## config.mk

```make
export PLATFORM = sky130hd
export DESIGN_NAME = busy_ratio_meter
export DESIGN_NICKNAME = d
export VERILOG_FILES = /design/src/hdl/brm_pkg.sv /design/src/hdl/busy_ratio_meter.sv
export SDC_FILE = /design/constraint.sdc
export NUM_CORES = 1
export LEC_CHECK = 0
export ABC_CLOCK_PERIOD_IN_PS = 4700
export BUFFER_PORTS_ARGS = -buffer_cell sky130_fd_sc_hd__buf_4
export CORE_MARGIN = 3
export CORE_UTILIZATION = 48
export CTS_CLUSTER_DIAMETER = 60
export CTS_CLUSTER_SIZE = 20
export DETAILED_ROUTE_END_ITERATION = 8
export GPL_ROUTABILITY_DRIVEN = 0
export GPL_TIMING_DRIVEN = 0
export MAX_ROUTING_LAYER = met4
export PLACE_DENSITY = 0.72
export SKIP_LAST_GASP = 1
export SLEW_MARGIN = 25
export SYNTH_ARGS = -nofsm -noshare
export SYNTH_HDL_FRONTEND = slang
export SYNTH_SLANG_ARGS = --single-unit
```

## constraint.sdc

```tcl
create_clock -name clk -period 4.7 [get_ports clk]
set_input_delay 0.235 -clock clk [delete_from_list [all_inputs] [get_ports clk]]
set_output_delay 0.235 -clock clk [all_outputs]
set_load 0.01 [all_outputs]
```

## src/hdl/brm_pkg.sv

```systemverilog
// Shared types and constants for the busy ratio meter.
package brm_pkg;

    // Event codes carried in the op field.
    localparam logic [1:0] OP_BUSY  = 2'd0;
    localparam logic [1:0] OP_IDLE  = 2'd1;
    localparam logic [1:0] OP_CLOSE = 2'd2;
    localparam logic [1:0] OP_NONE  = 2'd3;

    localparam int unsigned ACC_W     = 32;   // accumulator width
    localparam int unsigned STAMP_W   = 32;   // stamp port width
    localparam int unsigned PCT_W     = 7;    // percentage width
    localparam int unsigned THR_W     = 8;    // threshold width
    localparam int unsigned NUM_W     = ACC_W + PCT_W;  // busy * 100
    localparam int unsigned TOT_W     = ACC_W + 1;      // busy + idle
    localparam logic [PCT_W-1:0] PERCENT_SCALE = 7'd100;

    typedef enum logic [6:0] {
        S_IDLE = 7'b0000001,
        S_ACC  = 7'b0000010,
        S_SAT  = 7'b0000100,
        S_MUL  = 7'b0001000,
        S_DIV  = 7'b0010000,
        S_FIN  = 7'b0100000,
        S_OUT  = 7'b1000000
    } state_t;

endpackage

```

## src/hdl/busy_ratio_meter.sv

```systemverilog
// Busy ratio meter top level: serial tick accumulation and percentage divide.
//
//  channel  | handshake              | payload
//  ---------+------------------------+------------------------------------
//  in       | in_valid / in_stall    | op[1:0], stamp[31:0]
//  out      | out_valid / out_stall  | usage_percent[6:0], led_level
//  cfg      | cfg_wr_en (no wait)    | cfg_wr_data[7:0] = usage threshold
//
// One word at a time: the input stalls from accept until its result is loaded.
// With L = max(TIMER_WIDTH, 32), every op but the unused one runs the
// bit-serial subtract/add loop over L bits; the close adds a 7-step restoring
// divide. Each result is one word.
// rst_n asynchronously clears the control, threshold and accumulator state; indicator resets to 1.
// A stalled result holds in the output register; the next word's result
// waits in S_OUT until that register drains.
module busy_ratio_meter #(
    parameter int unsigned TIMER_WIDTH = 32
) (
    input  logic                          clk,
    input  logic                          rst_n,
    // configuration
    input  logic                          cfg_wr_en,
    input  logic [brm_pkg::THR_W-1:0]     cfg_wr_data,
    // event input
    input  logic                          in_valid,
    output logic                          in_stall,
    input  logic [1:0]                    op,
    input  logic [brm_pkg::STAMP_W-1:0]   stamp,
    // result output
    output logic                          out_valid,
    input  logic                          out_stall,
    output logic [brm_pkg::PCT_W-1:0]     usage_percent,
    output logic                          led_level
);
    import brm_pkg::*;

    // Serial loop length: covers both the timer difference and the accumulator.
    localparam int unsigned LOOP_LEN = (TIMER_WIDTH > ACC_W) ? TIMER_WIDTH : ACC_W;
    localparam int unsigned CNT_W    = $clog2(LOOP_LEN);
    localparam int unsigned WIDE_W   = (TIMER_WIDTH > STAMP_W) ? TIMER_WIDTH : STAMP_W;
    localparam logic [CNT_W:0] TW_LIM   = (CNT_W+1)'(TIMER_WIDTH);
    localparam logic [CNT_W:0] ACC_LIM  = (CNT_W+1)'(ACC_W);
    localparam logic [CNT_W-1:0] CNT_LAST = CNT_W'(LOOP_LEN - 1);
    localparam logic [2:0] DIV_LAST = 3'(PCT_W - 1);

    state_t                 state_reg, state_next;
    logic [1:0]             op_reg;
    logic [THR_W-1:0]       thr_reg;
    logic                   busy_mode_reg;
    logic [TIMER_WIDTH-1:0] last_reg;      // doubles as a shift line during the loop
    logic [TIMER_WIDTH-1:0] cur_sh_reg;
    logic [ACC_W-1:0]       busy_reg;
    logic [ACC_W-1:0]       idle_reg;
    logic [CNT_W-1:0]       cnt_reg;
    logic                   borrow_reg;
    logic                   carry_reg;
    logic                   ovf_reg;
    logic [NUM_W-1:0]       rem_reg;
    logic [NUM_W-1:0]       dv_reg;
    logic [PCT_W-1:0]       q_reg;
    logic [2:0]             div_cnt_reg;
    logic                   zero_reg;
    logic [PCT_W-1:0]       usage_value_reg;
    logic                   indicator_reg;
    logic                   out_valid_reg;
    logic [PCT_W-1:0]       out_usage_reg;
    logic                   out_led_reg;

    logic                   in_take;
    logic                   out_take;
    logic                   out_load;
    logic [WIDE_W-1:0]      stamp_wide;
    logic                   in_tw;
    logic                   in_acc;
    logic                   c_bit, l_bit, d_bit, a_bit, s_bit;
    logic                   borrow_next, carry_next;
    logic [ACC_W-1:0]       acc_sel;
    logic                   sat;
    logic [TOT_W-1:0]       total;
    logic                   ge;
    logic [PCT_W-1:0]       usage_new;

    assign in_stall      = (state_reg != S_IDLE);
    assign in_take       = in_valid && !in_stall;
    assign out_take      = out_valid_reg && !out_stall;
    assign out_load      = (state_reg == S_OUT) && (!out_valid_reg || !out_stall);
    assign out_valid     = out_valid_reg;
    assign usage_percent = out_usage_reg;
    assign led_level     = out_led_reg;

    assign stamp_wide = WIDE_W'(stamp);

    // One bit per cycle: d = cur - last (mod 2^TW), acc = acc + d.
    assign in_tw       = ({1'b0, cnt_reg} < TW_LIM);
    assign in_acc      = ({1'b0, cnt_reg} < ACC_LIM);
    assign c_bit       = cur_sh_reg[0];
    assign l_bit       = last_reg[0];
    assign d_bit       = in_tw && (c_bit ^ l_bit ^ borrow_reg);
    assign borrow_next = (~c_bit & l_bit) | (~(c_bit ^ l_bit) & borrow_reg);
    assign acc_sel     = busy_mode_reg ? busy_reg : idle_reg;
    assign a_bit       = acc_sel[0];
    assign s_bit       = a_bit ^ d_bit ^ carry_reg;
    assign carry_next  = (a_bit & d_bit) | (a_bit & carry_reg) | (d_bit & carry_reg);
    assign sat         = carry_reg | ovf_reg;

    assign total     = TOT_W'(busy_reg) + TOT_W'(idle_reg);
    assign ge        = (rem_reg >= dv_reg);
    assign usage_new = zero_reg ? '0 : q_reg;

    always_comb
    begin
        state_next = state_reg;
        case (state_reg)
            S_IDLE:
            begin
                if (in_take)
                    state_next = (op == OP_NONE) ? S_OUT : S_ACC;
            end
            S_ACC:
            begin
                if (cnt_reg == CNT_LAST)
                    state_next = S_SAT;
            end
            S_SAT:   state_next = (op_reg == OP_CLOSE) ? S_MUL : S_OUT;
            S_MUL:   state_next = S_DIV;
            S_DIV:
            begin
                if (div_cnt_reg == DIV_LAST)
                    state_next = S_FIN;
            end
            S_FIN:   state_next = S_OUT;
            S_OUT:
            begin
                if (out_load)
                    state_next = S_IDLE;
            end
            default: state_next = S_IDLE;
        endcase
    end

    // Control and architectural state.
    always_ff @(posedge clk or negedge rst_n)
    begin
        if (!rst_n)
        begin
            state_reg       <= S_IDLE;
            thr_reg         <= '0;
            busy_mode_reg   <= 1'b0;
            last_reg        <= '0;
            busy_reg        <= '0;
            idle_reg        <= '0;
            usage_value_reg <= '0;
            indicator_reg   <= 1'b1;
            out_valid_reg   <= 1'b0;
            cnt_reg         <= '0;
            div_cnt_reg     <= '0;
        end
        else
        begin
            state_reg <= state_next;

            if (cfg_wr_en)
            begin
                thr_reg       <= cfg_wr_data;
                indicator_reg <= 1'b1;
            end

            if (out_load)
                out_valid_reg <= 1'b1;
            else if (out_take)
                out_valid_reg <= 1'b0;

            case (state_reg)
                S_IDLE:
                begin
                    cnt_reg <= '0;
                end
                S_ACC:
                begin
                    cnt_reg <= cnt_reg + 1'b1;
                    if (in_tw)
                        last_reg <= {c_bit, last_reg[TIMER_WIDTH-1:1]};
                    if (in_acc)
                    begin
                        if (busy_mode_reg)
                            busy_reg <= {s_bit, busy_reg[ACC_W-1:1]};
                        else
                            idle_reg <= {s_bit, idle_reg[ACC_W-1:1]};
                    end
                end
                S_SAT:
                begin
                    if (sat)
                    begin
                        if (busy_mode_reg)
                            busy_reg <= '1;
                        else
                            idle_reg <= '1;
                    end
                    if (op_reg == OP_BUSY)
                        busy_mode_reg <= 1'b1;
                    else if (op_reg == OP_IDLE)
                        busy_mode_reg <= 1'b0;
                end
                S_MUL:
                begin
                    div_cnt_reg <= '0;
                end
                S_DIV:
                begin
                    div_cnt_reg <= div_cnt_reg + 1'b1;
                end
                S_FIN:
                begin
                    usage_value_reg <= usage_new;
                    busy_reg        <= '0;
                    idle_reg        <= '0;
                    if (thr_reg != '0)
                        indicator_reg <= !(thr_reg < THR_W'(usage_new));
                end
                default:
                begin
                end
            endcase
        end
    end

    // Datapath shift lines and divider; no reset needed.
    always_ff @(posedge clk)
    begin
        if (in_take)
        begin
            op_reg     <= op;
            cur_sh_reg <= stamp_wide[TIMER_WIDTH-1:0];
            borrow_reg <= 1'b0;
            carry_reg  <= 1'b0;
            ovf_reg    <= 1'b0;
        end
        else if (state_reg == S_ACC)
        begin
            cur_sh_reg <= cur_sh_reg >> 1;
            if (in_tw)
                borrow_reg <= borrow_next;
            if (in_acc)
                carry_reg <= carry_next;
            else
                ovf_reg <= ovf_reg | d_bit;
        end

        if (state_reg == S_MUL)
        begin
            rem_reg  <= NUM_W'(busy_reg) * NUM_W'(PERCENT_SCALE);
            dv_reg   <= {total, (PCT_W-1)'(0)};
            zero_reg <= (total == '0);
        end
        else if (state_reg == S_DIV)
        begin
            if (ge)
                rem_reg <= rem_reg - dv_reg;
            dv_reg <= dv_reg >> 1;
            q_reg  <= {q_reg[PCT_W-2:0], ge};
        end

        if (out_load)
        begin
            out_usage_reg <= usage_value_reg;
            out_led_reg   <= indicator_reg;
        end
    end

    // A result never claims more than one hundred percent.
    a_usage_range: assert property (@(posedge clk) disable iff (!rst_n)
        out_valid |-> (usage_percent <= PCT_W'(100)))
        else $error("usage_percent above 100");

    // An accepted word blocks the input for at least the next cycle.
    a_one_at_a_time: assert property (@(posedge clk) disable iff (!rst_n)
        in_take |=> in_stall)
        else $error("second word accepted while one is in flight");

    // Closing a window leaves both accumulators empty.
    a_close_clears: assert property (@(posedge clk) disable iff (!rst_n)
        (state_reg == S_FIN) |=> (busy_reg == '0 && idle_reg == '0))
        else $error("accumulators not cleared on close");

    // The serial loop counter stays inside the loop length.
    a_cnt_bound: assert property (@(posedge clk) disable iff (!rst_n)
        (state_reg == S_ACC) |-> ({1'b0, cnt_reg} < (CNT_W+1)'(LOOP_LEN)))
        else $error("serial counter out of range");

endmodule

```

==> reports/results.tsv, run 1 <==
metric	value	unit
Post-synth top flop	dfrtp_1	
Ant. Diodes	0	
Setup crit end kind	flip-flop	
share of cells above drive strength 1	0.0949	
R2R setup slack	0.17	ns
Final Instance Area	20000	µm²
Peak VDD IR	0.486	mV
wl on met1	19.7	mm
Lkg Pwr	0.00931	µW
final net count	2233	
worst-path maximum fanout	6	
Worst setup SP type	flip-flop	
global-route usage over all layers	0.231	
IO buf count	55	
met3 wire length	2.44	mm
Seq/Total Area, Yosys	0.401	
site row count	69	
final WL	43.6	mm
syn_area_per_cell	9.53	µm²
PwrDens	719	nW/µm²
Simple-Gate Fraction of Synth Area	0.113	
Critical Path Slowest Stage Cell	dfrtp_1	
vias in the first global route	13700	
Clk Latency, worst-skew pair	0.56	ns
Critical Path Max Stage Delay	0.49	ns
Vias	13900	
TritonRoute pass-1 iters	5	
most used cell, CP	ha_1	
DP Worst Slack	-0.208	ns
EDFF count, synth	120	
DRC	0	
post-DP HPWL	33.0	mm
CTS tree	done	
outcome	completed	
clock-pin slew on the worst setup and hold paths	0.08	ns
Slew @ Worst Pin	1.08	ns
met2 wire length	20.3	mm
Arr. time, crit path	4.80	ns
critical path depth	14	
drt initial violations	956	
Synth area leader	edfxtp_1	
critical path class	reg2reg	
die area	38900	µm²
placed cell areas	18600	µm²
gr ovfl total	0	
largest net degree at the start of global routing	79	
final setup fails	0	
Worst Setup Slack, final	0.169	ns
Synth Area in Compound Gates	0.193	
Synth Register Bits	259	
io pins	57	
mean number of vias per cell	5.68	
Synth top area share	0.205	
Clock Tree Buf Depth	3	
Post-Syn Instances	1841	
Critical Path RT	4.97	ns
DIE WIDTH	197	µm
Hold Fails Final Rpt	0	
area of the mapped netlist	17500	µm²
CTS root buffer	clkbuf_16	
top-count cell post-synth	nand2_1	
post-synth net total	2101	
post-DR wirelength/cell	17.8	µm
count of cell types in the netlist	87	
antenna violations before repair	0	
Initial Utilization	0.490	
Area contributors post-synth	edfxtp_1 (21%), dfrtp_1 (18%), ha_1 (13%)	
Synth Area in Adders	0.165	
yosys warns	0	
maxcap violations	0	
Period minus WS final	4.53	ns
multiplexer area fraction after synthesis	0.0279	
Tcrit/Tclk final	0.964	
total CTS buffers	25	
Overall Power	14300	µW
skew final	0.0196	ns
HP Class	in2async	
post-route ant nets	0	
Slew Limit Fails	0	
Slew HR	0.275	
Max Used Layer	met4	
worst reg2reg path depth	14	
total core area	35800	µm²
crit path buf inv count	0	
# H-tree levels	1	
Post-Synth XOR/XNOR Area	0.0434	
Fmax	221	MHz
Synth top cells by count	nand2_1 (237), inv_1 (196), ha_1 (182)	
first-pass GRT wire length	70.7	mm
ordered list of cells on the worst path	ha_1, ha_1, fa_1, ha_1, a211oi_1, nor2_1, o21ai_2, a31oi_2, a311o_2, a31oi_2, o221ai_1, a21oi_1, xnor2_1, o22ai_1	
asr flop ratio synth	0.498	
largest family of logic cells by synthesized area	compound AO/OA/AOI/OAI gates	
chip height	197	µm
CP delay by family, top	compound AO/OA/AOI/OAI gates	
RSZ-0062 raised after global routing	yes	
clock sinks	259	
Syn-to-layout area delta	13.8	%
-- report_power, final --
part	internal, µW	switching (µW)	total, µW
clock	1050	1040	2100
combinational	3590	5310	8890
sequential	2920	440	3360
total	7560	6790	14300
-- cells by family after synthesis --
family	count (synthesis)
compound gates	539
simple gates	433
buf+inv	266
flops	259
fa+ha+maj	213
xor+xnor	87
mux	44
-- cell type report --
type                       instances  area, µm²
sequential                       259       7040
timing repair buffer             105        953
clock buffer                      26        629
clock inverter                    20        213
multi-input combinational       1316       9540
tap                              461        577
buffer                            70        269
fill                            3041      15900
inverter                         196        736
-- stage by stage --
step	utilization	TNS [ns]	instances	hold WS, ns
final	0.557	0	2453	0.182
after floorplan	-	0	1841	-0.0606
after detailed placement	0.519	-5.94	2360	0.172
after CTS	0.556	0	2451	0.170
after global routing	0.557	-0.0412	2453	0.215
after global placement	0.517	-33.84	2357	0.423
-- worst paths after layout --
kind	from	to
setup / recovery	busy_reg[3]$_DFFE_PN0P_	rem_reg[38]$_DFFE_PP_
hold / removal	rst_n	div_cnt_reg[1]$_DFFE_PN0P_
setup reg to reg	busy_reg[3]$_DFFE_PN0P_	rem_reg[38]$_DFFE_PP_
hold reg to reg	usage_value_reg[3]$_DFFE_PN0P_	usage_percent[3]$_DFFE_PP_
max in group asynchronous	rst_n	idle_reg[22]$_DFFE_PN0P_
min in group clk	cfg_wr_en	thr_reg[2]$_DFFE_PN0P_
-- cells in the final DEF, fill, tap and decap left out, types with 31 or more instances in the layout --
| cell | n |
|---|---|
| inv_1 | 195 |
| clkbuf_1 | 66 |
| buf_4 | 56 |
| o22ai_1 | 43 |
| o21ai_0 | 138 |
| a21o_1 | 47 |
| nor2_1 | 52 |
| xor2_1 | 41 |
| dfrtp_1 | 126 |
| xnor2_1 | 46 |
| nand2_1 | 236 |
| fa_1 | 31 |
| a21oi_1 | 156 |
| mux2_2 | 39 |
| a211oi_1 | 36 |
| edfxtp_1 | 120 |
| ha_1 | 182 |
| nand3_1 | 31 |
| dlygate4sd3_1 | 45 |
-- layer usage --
| layer | global-route usage | up-vias |
|---|---|---|
| met5 | - | - |
| met4 | 0.0549 | 0 |
| met3 | 0.0292 | 72 |
| met2 | 0.374 | 385 |
| met1 | 0.312 | 6648 |
| li1 | - | 6829 |
-- worst register-to-register path: cells and delay by family (launching register included) --
kind                     cells  cell delay, ns
XOR/XNOR                     1            0.23
AO/OA/AOI/OAI                8            1.89
adder cells (fa/ha/maj)      4            1.49
AND/OR/NAND/NOR              1            0.14
flip-flops                   1            0.49
-- timing repair --
action	4_1_cts	5_1_grt
pin swaps	0	1
hold endpoints to repair	98	0
hold buffers	45	0
setup endpoints to repair	31	13
buffers inserted	0	2
gates resized for setup	3	6
Power figures use the tool's default switching activity.
==> run 2, diff against run 1 <==
--- a/config.mk
+++ b/config.mk
@@ -5,6 +5,7 @@
 export SDC_FILE = /design/constraint.sdc
 export NUM_CORES = 1
 export LEC_CHECK = 0
+export ABC_AREA = 1
 export ABC_CLOCK_PERIOD_IN_PS = 4700
 export BUFFER_PORTS_ARGS = -buffer_cell sky130_fd_sc_hd__buf_4
 export CORE_MARGIN = 3
@@ -13,7 +14,7 @@
 export CTS_CLUSTER_SIZE = 20
 export DETAILED_ROUTE_END_ITERATION = 8
 export GPL_ROUTABILITY_DRIVEN = 0
-export GPL_TIMING_DRIVEN = 0
+export GPL_TIMING_DRIVEN = 1
 export MAX_ROUTING_LAYER = met4
 export PLACE_DENSITY = 0.72
 export SKIP_LAST_GASP = 1
==> reports/results.tsv, run 2 <==
metric	value	unit
clock-pin slew on the worst setup and hold paths	0.07	ns
Synth Register Bits	259	
Seq/Total Area, Yosys	0.366	
Arr. time, crit path	4.06	ns
antenna violations before repair	0	
skew final	0.0279	ns
Tcrit/Tclk final	0.801	
CTS root buffer	clkbuf_16	
chip height	206	µm
total CTS buffers	25	
first-pass GRT wire length	82.3	mm
Period minus WS final	3.76	ns
Critical Path Max Stage Delay	0.49	ns
PwrDens	416	nW/µm²
gr ovfl total	0	
post_cts resized	0	
placed cell areas	20100	µm²
most frequent cells in the layout	nand2_1 (683), inv_1 (413), o21ai_0 (218)	
largest net degree at the start of global routing	92	
Slew HR	0.420	
drt initial violations	1551	
commonest non-fill, non-tap cell in the layout	nand2_1	
Clock Tree Buf Depth	3	
Setup crit end kind	flip-flop	
share of cells above drive strength 1	0.0549	
Peak VDD IR	0.359	mV
Critical Path RT	5.00	ns
IO buf count	56	
DRC	0	
hold slack	0.0301	ns
Ant. Diodes	0	
asr flop ratio synth	0.498	
DIE WIDTH	206	µm
Slew @ Worst Pin	0.871	ns
Hold Fails Final Rpt	0	
Synth top area share	0.188	
io pins	57	
post-synth net total	2809	
fillcell total	3535	
Final Instance Area	21500	µm²
crit path from	busy_reg[3]$_DFFE_PN0P_	
Worst setup SP type	flip-flop	
worst-path maximum fanout	5	
Lkg Pwr	0.0109	µW
Synth area leader	edfxtp_1	
Post-Syn Instances	2549	
hold_sp	cfg_wr_en	
post-DR wirelength/cell	15.8	µm
global-route usage over all layers	0.244	
Post-CTS Setup Bufs	0	
DP Worst Slack	1.05	ns
yosys warns	0	
FF-to-FF Start	busy_reg[3]$_DFFE_PN0P_	
Worst Setup Slack, final	0.936	ns
die area	42400	µm²
outcome	completed	
Syn-to-layout area delta	11.9	%
Post-synth top flop	dfrtp_1	
placed cell count	3082	
Fmax	266	MHz
HP Class	in2reg	
maxcap violations	0	
site row count	72	
EDFF count, synth	120	
Synth top cells by count	nand2_1 (683), inv_1 (413), o21ai_0 (218)	
total core area	39100	µm²
Layout Cells excl Fill	3178	
Setup TNS	0	ns
post-route ant nets	0	
# H-tree levels	1	
vias in the first global route	16600	
critical path class	reg2reg	
Vias	17400	
CTS tree	done	
Critical Path Slowest Stage Cell	fa_1	
final net count	2902	
final WL	50.2	mm
RSZ-0062 raised after global routing	no	
Slew Limit Fails	0	
area of the mapped netlist	19200	µm²
top-count cell post-synth	nand2_1	
clock sinks	259	
post-DP HPWL	38.4	mm
syn_area_per_cell	7.53	µm²
count of cell types in the netlist	59	
Initial Utilization	0.491	
mean number of vias per cell	5.47	
ordered list of cells on the worst path	ha_1, ha_1, inv_1, fa_1, inv_1, ha_1, o21ai_0, inv_1, nand2_1, nand2_1, a21oi_1, o21ai_0, o21ai_0, nand2_1	
final setup fails	0	
Clk Latency, worst-skew pair	0.55	ns
TritonRoute pass-1 iters	5	
hold buffers post-CTS	51	
Area contributors post-synth	edfxtp_1 (19%), dfrtp_1 (17%), nand2_1 (13%)	
## run 2: worst paths after layout
kind / end / slack, ns / cells after the start
hold reg to reg: usage_percent[6]$_DFFE_PP_ / 0.45 / 0
setup / recovery: rem_reg[26]$_DFFE_PP_ / 0.94 / 14
max in group asynchronous: last_reg[16]$_DFFE_PN0P_ / 3.34 / 3
hold / removal: thr_reg[2]$_DFFE_PN0P_ / 0.03 / 2
min in group asynchronous: thr_reg[4]$_DFFE_PN0P_ / 0.30 / 2
setup reg to reg: rem_reg[26]$_DFFE_PP_ / 0.94 / 14
## run 2: logic make-up after synthesis
group	share of synthesized area
simple gates	0.223
compound gates	0.146
buf+inv	0.0958
flops	0.366
fa+ha+maj	0.151
xor+xnor	0.0173
mux	0.000522
## run 2: where the power goes
part	switching (µW)	internal [µW]
logic	2460	1210
clock network	997	1050
registers	264	2960
## run 2: layer usage
| metal | up-vias | global-route usage | routed length [µm] |
|---|---|---|---|
| met5 | - | - | 0 |
| met4 | 0 | 0.0761 | 1710 |
| met3 | 130 | 0.0343 | 3350 |
| met2 | 621 | 0.379 | 22600 |
| met1 | 8100 | 0.334 | 22600 |
| li1 | 8522 | - | - |
## run 2: area by class of cell
class / instances / area (µm²) / area share
clock buffer: 28 / 647 / 0.0301
tap: 518 / 648 / 0.0302
inverter: 423 / 1590 / 0.0740
sequential: 259 / 7030 / 0.328
multi-input combinational: 1811 / 10300 / 0.481
timing repair buffer: 122 / 1050 / 0.0488
clock inverter: 17 / 179 / 0.00833
## run 2: per-stage QoR
step,utilization,power [µW]
floorplan,-,5810
global placement,0.515,6690
detailed placement,0.515,6780
CTS,0.549,8910
global route,0.549,9600
finish,0.549,8940
## run 2: worst max-delay path, delay by kind of cell (launching register included)
kind	cells	cell delay [ns]
AOI/OAI and AO/OA	4	1.18
buffers and inverters	3	0.18
adders and majority gates	4	1.44
DFF	1	0.46
and+or+nand+nor	3	0.25
